File: config.mk
export PLATFORM = sky130hd
export DESIGN_NAME = priority_task_queue_core
export DESIGN_NICKNAME = d
export VERILOG_FILES = /design/src/sv/ptq_pkg.sv /design/src/sv/ptq_cell.sv /design/src/sv/priority_task_queue_core.sv
export VERILOG_INCLUDE_DIRS = /design/src /design/src/sv
export SDC_FILE = /design/constraint.sdc
export NUM_CORES = 2
export LEC_CHECK = 0
export CORE_MARGIN = 2
export CORE_UTILIZATION = 55
export CTS_CLUSTER_SIZE = 16
export DETAILED_ROUTE_END_ITERATION = 16
export DONT_BUFFER_PORTS = 1
export PLACE_DENSITY_LB_ADDON = 0.05
export SYNTH_ARGS = -nofsm -noshare
export SYNTH_HDL_FRONTEND = slang
export SYNTH_HIERARCHICAL = 1
export SYNTH_SLANG_ARGS = --single-unit
File: constraint.sdc
create_clock -name clk -period 11.9 [get_ports clk]
set_clock_uncertainty 0.15 [all_clocks]
set_input_delay 2.38 -clock clk [delete_from_list [all_inputs] [get_ports clk]]
set_output_delay 2.38 -clock clk [all_outputs]
set_load 0.05 [all_outputs]
File: src/sv/priority_task_queue_core_assert.svh
// Assertion macros for the priority task queue core.
// No dependencies; included by files that carry concurrent checks.
`ifndef PRIORITY_TASK_QUEUE_CORE_ASSERT_SVH
`define PRIORITY_TASK_QUEUE_CORE_ASSERT_SVH

// same-cycle implication
`define PTQ_ASSERT_IMP(label, clk, rst_n, ante, cons, msg) \
  label: assert property (@(posedge clk) disable iff (!rst_n) (ante) |-> (cons)) \
    else $error(msg);

// next-cycle implication
`define PTQ_ASSERT_NXT(label, clk, rst_n, ante, cons, msg) \
  label: assert property (@(posedge clk) disable iff (!rst_n) (ante) |=> (cons)) \
    else $error(msg);

`endif

File: src/sv/ptq_pkg.sv
// Shared types and constants for the priority task queue core.
// No dependencies; imported by ptq_cell and priority_task_queue_core.
package ptq_pkg;

  localparam int DEPTH_DEF   = 16;
  localparam int ID_BITS_DEF = 16;

  localparam logic [3:0] MAX_PRIO = 4'd9;
  localparam logic [6:0] MAX_RUNS = 7'd99;
  localparam logic [6:0] MIN_RUNS = 7'd1;

  typedef enum logic [2:0] {
    FN_INSERT   = 3'd0,
    FN_RUN_HEAD = 3'd1,
    FN_RUN_ID   = 3'd2,
    FN_REMOVE   = 3'd3,
    FN_SET_PRIO = 3'd4
  } func_t;

  typedef enum logic [2:0] {
    ST_OK        = 3'd0,
    ST_EMPTY     = 3'd1,
    ST_NOT_FOUND = 3'd2,
    ST_FULL      = 3'd3,
    ST_BAD       = 3'd4
  } status_t;

  typedef enum logic [1:0] {
    S_IDLE,
    S_SCAN,
    S_COMMIT
  } state_t;

  typedef enum logic [2:0] {
    WR_NONE,
    WR_INSERT,
    WR_DEC,
    WR_REMOVE,
    WR_SET_PRIO
  } wr_op_t;

  typedef struct packed {
    logic [2:0]  func;
    logic [15:0] task_id;
    logic [3:0]  priority_req;
    logic [6:0]  runs;
  } in_item_t;

  typedef struct packed {
    status_t     status;
    logic [15:0] result_id;
    logic [6:0]  remaining;
    logic        finished;
    logic [4:0]  occupancy;
  } out_item_t;

  // search record flags carried cell to cell
  typedef struct packed {
    logic       head_found;
    logic [6:0] head_key;   // larger is better under either policy
    logic [6:0] head_rem;
    logic       match_found;
    logic [6:0] match_rem;
    logic       free_found;
  } scan_flags_t;

  // write-back command broadcast to every cell
  typedef struct packed {
    wr_op_t     op;
    logic [3:0] prio;
    logic [6:0] rem;
  } wr_cmd_t;

endpackage

File: src/sv/ptq_cell.sv
// One queue slot: holds a task and updates the passing search record.
// Depends on ptq_pkg.
module ptq_cell import ptq_pkg::*; #(
  parameter int DEPTH   = DEPTH_DEF,
  parameter int ID_BITS = ID_BITS_DEF,
  parameter int IDX     = 0,
  localparam int SLOT_W = $clog2(DEPTH),
  localparam int CNT_W  = $clog2(DEPTH + 1)
) (
  input  logic               clk,
  input  logic               rst_n,
  input  logic               policy,
  input  logic [15:0]        req_id,
  input  scan_flags_t        flags_i,
  input  logic [SLOT_W-1:0]  head_slot_i,
  input  logic [ID_BITS-1:0] head_id_i,
  input  logic [SLOT_W-1:0]  match_slot_i,
  input  logic [SLOT_W-1:0]  free_slot_i,
  input  logic [CNT_W-1:0]   count_i,
  output scan_flags_t        flags_o,
  output logic [SLOT_W-1:0]  head_slot_o,
  output logic [ID_BITS-1:0] head_id_o,
  output logic [SLOT_W-1:0]  match_slot_o,
  output logic [SLOT_W-1:0]  free_slot_o,
  output logic [CNT_W-1:0]   count_o,
  input  wr_cmd_t            wr_cmd,
  input  logic [SLOT_W-1:0]  wr_slot,
  input  logic [ID_BITS-1:0] wr_id
);

  localparam int CMP_W = (ID_BITS > 16) ? ID_BITS : 16;
  localparam logic [SLOT_W-1:0] MY_SLOT = SLOT_W'(IDX);

  logic               valid_r, valid_nxt;
  logic [ID_BITS-1:0] id_r, id_nxt;
  logic [3:0]         prio_r, prio_nxt;
  logic [6:0]         rem_r, rem_nxt;

  scan_flags_t        flags_r, flags_nxt;
  logic [SLOT_W-1:0]  head_slot_r, head_slot_nxt;
  logic [ID_BITS-1:0] head_id_r, head_id_nxt;
  logic [SLOT_W-1:0]  match_slot_r, match_slot_nxt;
  logic [SLOT_W-1:0]  free_slot_r, free_slot_nxt;
  logic [CNT_W-1:0]   count_r, count_nxt;

  logic [6:0] key;
  logic       better;
  logic       id_hit;
  logic [6:0] rem_dec;

  // fewest runs first maps to the inverted count so that larger always wins
  assign key    = policy ? ~rem_r : {3'b000, prio_r};
  assign better = !flags_i.head_found || (key > flags_i.head_key) ||
                  ((key == flags_i.head_key) && (id_r > head_id_i));
  assign id_hit = (CMP_W'(id_r) == CMP_W'(req_id));
  assign rem_dec = (rem_r != 7'd0) ? rem_r - 7'd1 : 7'd0;

  always_comb begin
    flags_nxt      = flags_i;
    head_slot_nxt  = head_slot_i;
    head_id_nxt    = head_id_i;
    match_slot_nxt = match_slot_i;
    free_slot_nxt  = free_slot_i;
    count_nxt      = count_i + CNT_W'(valid_r);
    if (valid_r && better) begin
      flags_nxt.head_found = 1'b1;
      flags_nxt.head_key   = key;
      flags_nxt.head_rem   = rem_r;
      head_slot_nxt        = MY_SLOT;
      head_id_nxt          = id_r;
    end
    if (valid_r && id_hit && !flags_i.match_found) begin
      flags_nxt.match_found = 1'b1;
      flags_nxt.match_rem   = rem_r;
      match_slot_nxt        = MY_SLOT;
    end
    if (!valid_r && !flags_i.free_found) begin
      flags_nxt.free_found = 1'b1;
      free_slot_nxt        = MY_SLOT;
    end
  end

  always_comb begin
    valid_nxt = valid_r;
    id_nxt    = id_r;
    prio_nxt  = prio_r;
    rem_nxt   = rem_r;
    if (wr_slot == MY_SLOT) begin
      case (wr_cmd.op)
        WR_INSERT: begin
          valid_nxt = 1'b1;
          id_nxt    = wr_id;
          prio_nxt  = wr_cmd.prio;
          rem_nxt   = wr_cmd.rem;
        end
        WR_DEC: begin
          rem_nxt = rem_dec;
          if (rem_dec == 7'd0) begin
            valid_nxt = 1'b0;
          end
        end
        WR_REMOVE:   valid_nxt = 1'b0;
        WR_SET_PRIO: prio_nxt  = wr_cmd.prio;
        default: ;
      endcase
    end
  end

  always_ff @(posedge clk) begin
    if (!rst_n) begin
      valid_r <= 1'b0;
      flags_r <= '0;
      count_r <= '0;
    end else begin
      valid_r <= valid_nxt;
      flags_r <= flags_nxt;
      count_r <= count_nxt;
    end
  end

  always_ff @(posedge clk) begin
    id_r         <= id_nxt;
    prio_r       <= prio_nxt;
    rem_r        <= rem_nxt;
    head_slot_r  <= head_slot_nxt;
    head_id_r    <= head_id_nxt;
    match_slot_r <= match_slot_nxt;
    free_slot_r  <= free_slot_nxt;
  end

  assign flags_o      = flags_r;
  assign head_slot_o  = head_slot_r;
  assign head_id_o    = head_id_r;
  assign match_slot_o = match_slot_r;
  assign free_slot_o  = free_slot_r;
  assign count_o      = count_r;

endmodule

File: src/sv/priority_task_queue_core.sv
// Priority task queue: a chain of DEPTH task cells scanned by a moving
// search record, then a write-back to the chosen cell. Depends on ptq_pkg,
// ptq_cell and priority_task_queue_core_assert.svh.
//
// Usage:
//   in_valid/in_ready/in_item carry one command transaction (insert, run
//   head, run by id, remove, set priority). out_valid/out_ready/out_item
//   return exactly one result transaction per command.
//   cfg_we/cfg_wdata write order_policy (0 highest priority first, 1 fewest
//   remaining runs first); write it only while the block is idle.
// Timing:
//   A command is accepted in the idle state; the search record walks the
//   chain one cell per cycle, then the write-back state updates the chosen
//   cell and loads the output register. The result is presented from that
//   register once write-back is done, and the next command is taken only in
//   the idle state that follows, also while the previous result is still
//   waiting.
// Reset:
//   All slots empty, id counter zero, policy zero, no result pending.
// Stall:
//   If a result is still held when the next write-back is due, the block
//   waits in write-back until out_ready frees the output register.
module priority_task_queue_core import ptq_pkg::*; #(
  parameter int DEPTH   = DEPTH_DEF,
  parameter int ID_BITS = ID_BITS_DEF
) (
  input  logic      clk,
  input  logic      rst_n,
  input  logic      in_valid,
  output logic      in_ready,
  input  in_item_t  in_item,
  output logic      out_valid,
  input  logic      out_ready,
  output out_item_t out_item,
  input  logic      cfg_we,
  input  logic      cfg_wdata
);

`include "priority_task_queue_core_assert.svh"

  localparam int SLOT_W = $clog2(DEPTH);
  localparam int CNT_W  = $clog2(DEPTH + 1);
  localparam int OCC_W  = (CNT_W > 5) ? CNT_W : 5;
  localparam int RID_W  = (ID_BITS > 16) ? ID_BITS : 16;
  localparam logic [SLOT_W-1:0] LAST_STEP = SLOT_W'(DEPTH - 1);

  state_t             state_r, state_nxt;
  logic [SLOT_W-1:0]  step_r, step_nxt;
  logic               policy_r;
  logic [ID_BITS-1:0] next_id_r, next_id_nxt;
  in_item_t           req_r;
  logic               out_valid_r, out_valid_nxt;
  out_item_t          out_item_r, out_item_nxt;

  wr_cmd_t            wr_cmd;
  logic [SLOT_W-1:0]  wr_slot;
  logic [ID_BITS-1:0] wr_id;
  logic               commit_go;

  // search record at each point of the chain; index 0 is the seed
  scan_flags_t        flags_c      [DEPTH+1];
  logic [SLOT_W-1:0]  head_slot_c  [DEPTH+1];
  logic [ID_BITS-1:0] head_id_c    [DEPTH+1];
  logic [SLOT_W-1:0]  match_slot_c [DEPTH+1];
  logic [SLOT_W-1:0]  free_slot_c  [DEPTH+1];
  logic [CNT_W-1:0]   count_c      [DEPTH+1];

  assign flags_c[0]      = '0;
  assign head_slot_c[0]  = '0;
  assign head_id_c[0]    = '0;
  assign match_slot_c[0] = '0;
  assign free_slot_c[0]  = '0;
  assign count_c[0]      = '0;

  for (genvar g = 0; g < DEPTH; g++) begin : g_cell
    ptq_cell #(
      .DEPTH   (DEPTH),
      .ID_BITS (ID_BITS),
      .IDX     (g)
    ) u_cell (
      .clk          (clk),
      .rst_n        (rst_n),
      .policy       (policy_r),
      .req_id       (req_r.task_id),
      .flags_i      (flags_c[g]),
      .head_slot_i  (head_slot_c[g]),
      .head_id_i    (head_id_c[g]),
      .match_slot_i (match_slot_c[g]),
      .free_slot_i  (free_slot_c[g]),
      .count_i      (count_c[g]),
      .flags_o      (flags_c[g+1]),
      .head_slot_o  (head_slot_c[g+1]),
      .head_id_o    (head_id_c[g+1]),
      .match_slot_o (match_slot_c[g+1]),
      .free_slot_o  (free_slot_c[g+1]),
      .count_o      (count_c[g+1]),
      .wr_cmd       (wr_cmd),
      .wr_slot      (wr_slot),
      .wr_id        (wr_id)
    );
  end

  scan_flags_t        fl;
  logic [CNT_W-1:0]   cnt;
  logic [CNT_W-1:0]   occ;
  logic [ID_BITS-1:0] id_inc;
  logic [RID_W-1:0]   rid_ext;
  logic [6:0]         rem_dec;
  logic               bad_ins;

  assign fl      = flags_c[DEPTH];
  assign cnt     = count_c[DEPTH];
  assign id_inc  = next_id_r + ID_BITS'(1);
  assign bad_ins = (req_r.priority_req > MAX_PRIO) || (req_r.runs < MIN_RUNS) ||
                   (req_r.runs > MAX_RUNS);
  assign commit_go = (state_r == S_COMMIT) && (!out_valid_r || out_ready);

  // result and write-back, decided from the record leaving the last cell
  always_comb begin
    wr_cmd      = '{op: WR_NONE, prio: req_r.priority_req, rem: req_r.runs};
    wr_slot     = '0;
    wr_id       = id_inc;
    next_id_nxt = next_id_r;
    occ         = cnt;
    rid_ext     = '0;
    rem_dec     = '0;
    out_item_nxt           = '0;
    out_item_nxt.status    = ST_OK;
    case (req_r.func)
      FN_INSERT: begin
        if (bad_ins) begin
          out_item_nxt.status = ST_BAD;
        end else if (!fl.free_found) begin
          out_item_nxt.status = ST_FULL;
        end else begin
          wr_cmd.op   = WR_INSERT;
          wr_slot     = free_slot_c[DEPTH];
          next_id_nxt = id_inc;
          occ         = cnt + CNT_W'(1);
          rid_ext     = RID_W'(id_inc);
          out_item_nxt.remaining = req_r.runs;
        end
      end
      FN_RUN_HEAD: begin
        if (!fl.head_found) begin
          out_item_nxt.status = ST_EMPTY;
        end else begin
          wr_cmd.op = WR_DEC;
          wr_slot   = head_slot_c[DEPTH];
          rem_dec   = (fl.head_rem != 7'd0) ? fl.head_rem - 7'd1 : 7'd0;
          rid_ext   = RID_W'(head_id_c[DEPTH]);
          out_item_nxt.remaining = rem_dec;
          out_item_nxt.finished  = (rem_dec == 7'd0);
          occ = cnt - CNT_W'(rem_dec == 7'd0);
        end
      end
      FN_RUN_ID: begin
        if (!fl.match_found) begin
          out_item_nxt.status = ST_NOT_FOUND;
        end else begin
          wr_cmd.op = WR_DEC;
          wr_slot   = match_slot_c[DEPTH];
          rem_dec   = (fl.match_rem != 7'd0) ? fl.match_rem - 7'd1 : 7'd0;
          rid_ext   = RID_W'(req_r.task_id);
          out_item_nxt.remaining = rem_dec;
          out_item_nxt.finished  = (rem_dec == 7'd0);
          occ = cnt - CNT_W'(rem_dec == 7'd0);
        end
      end
      FN_REMOVE: begin
        if (!fl.match_found) begin
          out_item_nxt.status = ST_NOT_FOUND;
        end else begin
          wr_cmd.op = WR_REMOVE;
          wr_slot   = match_slot_c[DEPTH];
          rid_ext   = RID_W'(req_r.task_id);
          occ       = cnt - CNT_W'(1);
        end
      end
      FN_SET_PRIO: begin
        if (req_r.priority_req > MAX_PRIO) begin
          out_item_nxt.status = ST_BAD;
        end else if (!fl.match_found) begin
          out_item_nxt.status = ST_NOT_FOUND;
        end else begin
          wr_cmd.op = WR_SET_PRIO;
          wr_slot   = match_slot_c[DEPTH];
          rid_ext   = RID_W'(req_r.task_id);
          out_item_nxt.remaining = fl.match_rem;
        end
      end
      default: out_item_nxt.status = ST_BAD;
    endcase
    out_item_nxt.result_id = rid_ext[15:0];
    out_item_nxt.occupancy = 5'(OCC_W'(occ));
    if (!commit_go) begin
      wr_cmd.op   = WR_NONE;
      next_id_nxt = next_id_r;
    end
  end

  // sequencer
  always_comb begin
    state_nxt     = state_r;
    step_nxt      = step_r;
    out_valid_nxt = out_valid_r && !out_ready;
    in_ready      = (state_r == S_IDLE);
    case (state_r)
      S_IDLE: begin
        step_nxt = '0;
        if (in_valid) begin
          state_nxt = S_SCAN;
        end
      end
      S_SCAN: begin
        step_nxt = step_r + SLOT_W'(1);
        if (step_r == LAST_STEP) begin
          state_nxt = S_COMMIT;
        end
      end
      S_COMMIT: begin
        if (commit_go) begin
          out_valid_nxt = 1'b1;
          state_nxt     = S_IDLE;
        end
      end
      default: state_nxt = S_IDLE;
    endcase
  end

  always_ff @(posedge clk) begin
    if (!rst_n) begin
      state_r     <= S_IDLE;
      step_r      <= '0;
      policy_r    <= 1'b0;
      next_id_r   <= '0;
      out_valid_r <= 1'b0;
    end else begin
      state_r     <= state_nxt;
      step_r      <= step_nxt;
      next_id_r   <= next_id_nxt;
      out_valid_r <= out_valid_nxt;
      if (cfg_we) begin
        policy_r <= cfg_wdata;
      end
    end
  end

  always_ff @(posedge clk) begin
    if (in_valid && in_ready) begin
      req_r <= in_item;
    end
    if (commit_go) begin
      out_item_r <= out_item_nxt;
    end
  end

  assign out_valid = out_valid_r;
  assign out_item  = out_item_r;

  `PTQ_ASSERT_NXT(a_accept_starts_scan, clk, rst_n, in_valid && in_ready,
                  state_r == S_SCAN, "accepted command did not start a scan")
  `PTQ_ASSERT_NXT(a_commit_loads_out, clk, rst_n, commit_go,
                  out_valid_r && state_r == S_IDLE,
                  "write-back did not present a result")
  `PTQ_ASSERT_NXT(a_id_advance, clk, rst_n, commit_go && wr_cmd.op == WR_INSERT,
                  next_id_r == ID_BITS'($past(next_id_r) + ID_BITS'(1)),
                  "id counter did not advance on insert")
  `PTQ_ASSERT_IMP(a_no_write_outside_commit, clk, rst_n, state_r != S_COMMIT,
                  wr_cmd.op == WR_NONE, "cell write outside write-back")

endmodule

==> impl_metrics.sql <==
INSERT INTO impl_metrics (metric_group, metric, value, unit) VALUES
('status', 'run_status', 'finished with violations', ''),
('status', 'failed_checks', 'max-slew violations', ''),
('clock_network', 'postCtsSetupRepairBufs', '0', ''),
('timing', 'max_slew_margin', '-69.68', '%'),
('pwr', 'p_leak', '28.98', 'nW'),
('timing', 'timing_hold_violations_final', '0', ''),
('timing', 'setup-violations-final', '0', ''),
('routing', 'wl_per_cell', '23.26', 'µm'),
('routing', 'route.vias.total', '45870', ''),
('grt', 'antenna_found_initial', '2', ''),
('clock_network', 'cts.path.max_buffers', '3', ''),
('routing', 'via_per_inst', '5.618', ''),
('min_path', 'timing.hold.worst.class', 'flip-flop to flip-flop', ''),
('clock_network', 'post_cts_resize_count', '0', ''),
('logic_synthesis', 'syn-cell-area', '67680', 'µm²'),
('layout', 'fillerInstances', '10020', ''),
('routing', 'drt_first_pass_iters', '8', ''),
('setup_path', 'crit_path_start_kind', 'flip-flop', ''),
('timing', 'timing_max_transition_violations_final', '338', ''),
('place', 'numPlacedInstances', '7875', ''),
('timing', 'fin_crit_sh', '47.43', '%'),
('run', 'drv_cap', '0', ''),
('clock_network', 'cts-hold-fix-buffers', '0', ''),
('floorplanning', 'initial_core_util', '55.53', '%'),
('setup_path', 'regToRegSetupSlack', '6260', 'ps'),
('grt', 'grt_total_usage', '29.95', '%'),
('timing', 'max_freq', '177.2', 'MHz'),
('grt', 'first_global_vias', '44290', ''),
('pwr', 'power.ir.vdd_worst', '167.6', 'µV'),
('timing', 'period_needed', '5644', 'ps'),
('routing', 'remaining_drc_errors', '0', ''),
('grt', 'grt_remaining_overflow', '0', ''),
('logic_synthesis', 'synth-warning-count', '6', ''),
('layout', 'multiInputGateArea', '31370', 'µm²'),
('floorplanning', 'io_pins', '70', ''),
('grt', 'grt_first_pass_wirelength', '281100', 'µm'),
('layout', 'fin_nets', '6871', ''),
('setup_path', 'timing.rr.end', 'g_cell[8].u_cell/rem_r[0]', ''),
('layout', 'leading_cell_type_in_the_layout_fill_and_taps_excluded', 'dfxtp_1', ''),
('setup_path', 'end_kind', 'flip-flop', ''),
('clock_network', 'tritoncts_num_sinks', '1439', ''),
('clock_network', 'worstSkewPairLatency', '790', 'ps'),
('logic_synthesis', 'gate_count_post_synth', '6319', ''),
('place', 'io_buffers', '0', ''),
('floorplanning', 'dieArea', '125900', 'µm²'),
('pwr', 'power_per_cell_area', '160.9', 'nW/µm²'),
('place', 'detailed_place_hpwl', '130300', 'µm'),
('setup_path', 'critPathKind', 'flip-flop to flip-flop', ''),
('place', 'gp_congestion', '0.9018', ''),
('setup_path', 'worstSetupEndpoint', 'g_cell[8].u_cell/rem_r[0]', ''),
('setup_path', 'critical_path_data_required_time', '12140', 'ps'),
('floorplanning', 'die_y', '354.8', 'µm'),
('logic_synthesis', 'avgSynthCellArea', '10.71', 'µm²'),
('layout', 'post_route_cells_drive_above_1_share', '11.87', '%'),
('clock_network', 'path_clk_slew', '60', 'ps'),
('floorplanning', 'floorplan.core_area', '121900', 'µm²'),
('routing', 'antenna_left', '0', ''),
('clock_network', 'cts-root-buf', 'clkbuf_16', ''),
('timing', 'setup_repair_after_global_routing_missed_its_margin', 'false', ''),
('clock_network', 'clock_tree_from_tritoncts', 'yes', ''),
('setup_path', 'critical_path_arrival', '5890', 'ps'),
('layout', 'ff_latch_area', '33760', 'µm²'),
('floorplanning', 'die_w', '354.8', 'µm'),
('clock_network', 'htree_num_levels', '4', ''),
('routing', 'initialDrtViolationCount', '4279', ''),
('setup_path', 'critPathLaunch', 'req_r[3]', ''),
('layout', 'fin_cells', '8165', ''),
('timing', 'worst_slew_pin_slew', '2545', 'ps'),
('layout', 'syn_to_final_growth', '10.59', '%'),
('routing', 'route.final.wire_length', '189900', 'µm'),
('setup_path', 'reg2reg_from', 'req_r[3]', ''),
('layout', 'finish.utilization', '61.41', '%'),
('timing', 'setup-tns-final', '0', 'ps'),
('clock_network', 'cts_buffers', '153', ''),
('layout', 'most-common-layout-cells', '944 x dfxtp_1, 674 x nand2_1, 494 x edfxtp_1', ''),
('floorplanning', 'floorplan.rows', '128', ''),
('grt', 'grt_max_degree', '692', ''),
('setup_path', 'reg2reg_path_depth', '10', ''),
('setup_path', 'worstPathMaxFanout', '54', '');
flip-flops by register name, summed over array words and instances, names as in the netlist, 2 cells and up:
register and cells:
g_cell.u_cell/valid_r 16, g_cell.u_cell/head_slot_o 64, g_cell.u_cell/count_o 80, req_r 30, g_cell.u_cell/free_slot_o 64, step_r 4, g_cell.u_cell/prio_r 64, next_id_r 16
state_r 2, g_cell.u_cell/id_r 256, g_cell.u_cell/head_id_o 256, out_item 32, g_cell.u_cell/rem_r 112, g_cell.u_cell/flags_o 377, g_cell.u_cell/match_slot_o 64
layer usage:
layer	routed length, µm	GRT usage, %	vias up
met2	88270	49.04	1482
met3	10940	4.138	390
met4	9314	13.71	2
met5	15	0	-
met1	81380	39.53	22040
li1	-	-	21950
power by group:
part | switching [W] | internal, W | total (W)
Combinational | 0.000776 | 0.000649 | 0.00142
Sequential | 0.000241 | 0.00546 | 0.00570
Clock | 0.00199 | 0.00292 | 0.00492
Total | 0.00301 | 0.00903 | 0.0120
per-stage QoR:
stage / area (µm²) / power (W) / setup slack [ps] / hold WS (ps)
detailed placement: 69540 / 0.007164 / 6151 / 242.9
global route: 74850 / 0.01250 / 6047 / 265.3
floorplan: 68000 / 0.006757 / 1750 / 236.3
finish: 74850 / 0.01204 / 6256 / 255.3
CTS: 74790 / 0.01207 / 6337 / 256.0
global placement: 69540 / 0.007139 / 6251 / 241.5
critical path, cell delays in order, from the launching register on:
cell	delay (ps)
edfxtp_1	660
buf_4	390
o311a_1	400
a2111o_1	810
nor3_1	300
a31oi_1	80
nor3_2	140
buf_4	650
buf_4	680
xnor2_1	140
nor3_1	770
worst min-delay path by stage:
stage,start,to,cells past startpoint
final,g_cell[0].u_cell/head_slot_o[0],g_cell[1].u_cell/head_slot_o[0],1
after global routing,g_cell[14].u_cell/free_slot_o[2],g_cell[15].u_cell/free_slot_o[2],1
after CTS,g_cell[0].u_cell/head_slot_o[0],g_cell[1].u_cell/head_slot_o[0],1
after detailed placement,g_cell[0].u_cell/head_slot_o[0],g_cell[1].u_cell/head_slot_o[0],1
after global placement,g_cell[0].u_cell/head_slot_o[0],g_cell[1].u_cell/head_slot_o[0],1
after floorplan,g_cell[9].u_cell/head_slot_o[1],g_cell[10].u_cell/head_slot_o[1],1
area by class of cell:
cell class | count | area share [%]
Clock inverter | 69 | 0.9512
Multi-Input combinational cell | 4257 | 41.91
Tap cell | 1625 | 2.716
Sequential cell | 1439 | 45.10
Inverter | 472 | 2.367
Antenna cell | 1 | 0.003343
Clock buffer | 218 | 6.061
Timing Repair Buffer | 84 | 0.8960
No activity file was read; power rests on OpenSTA's default activity.
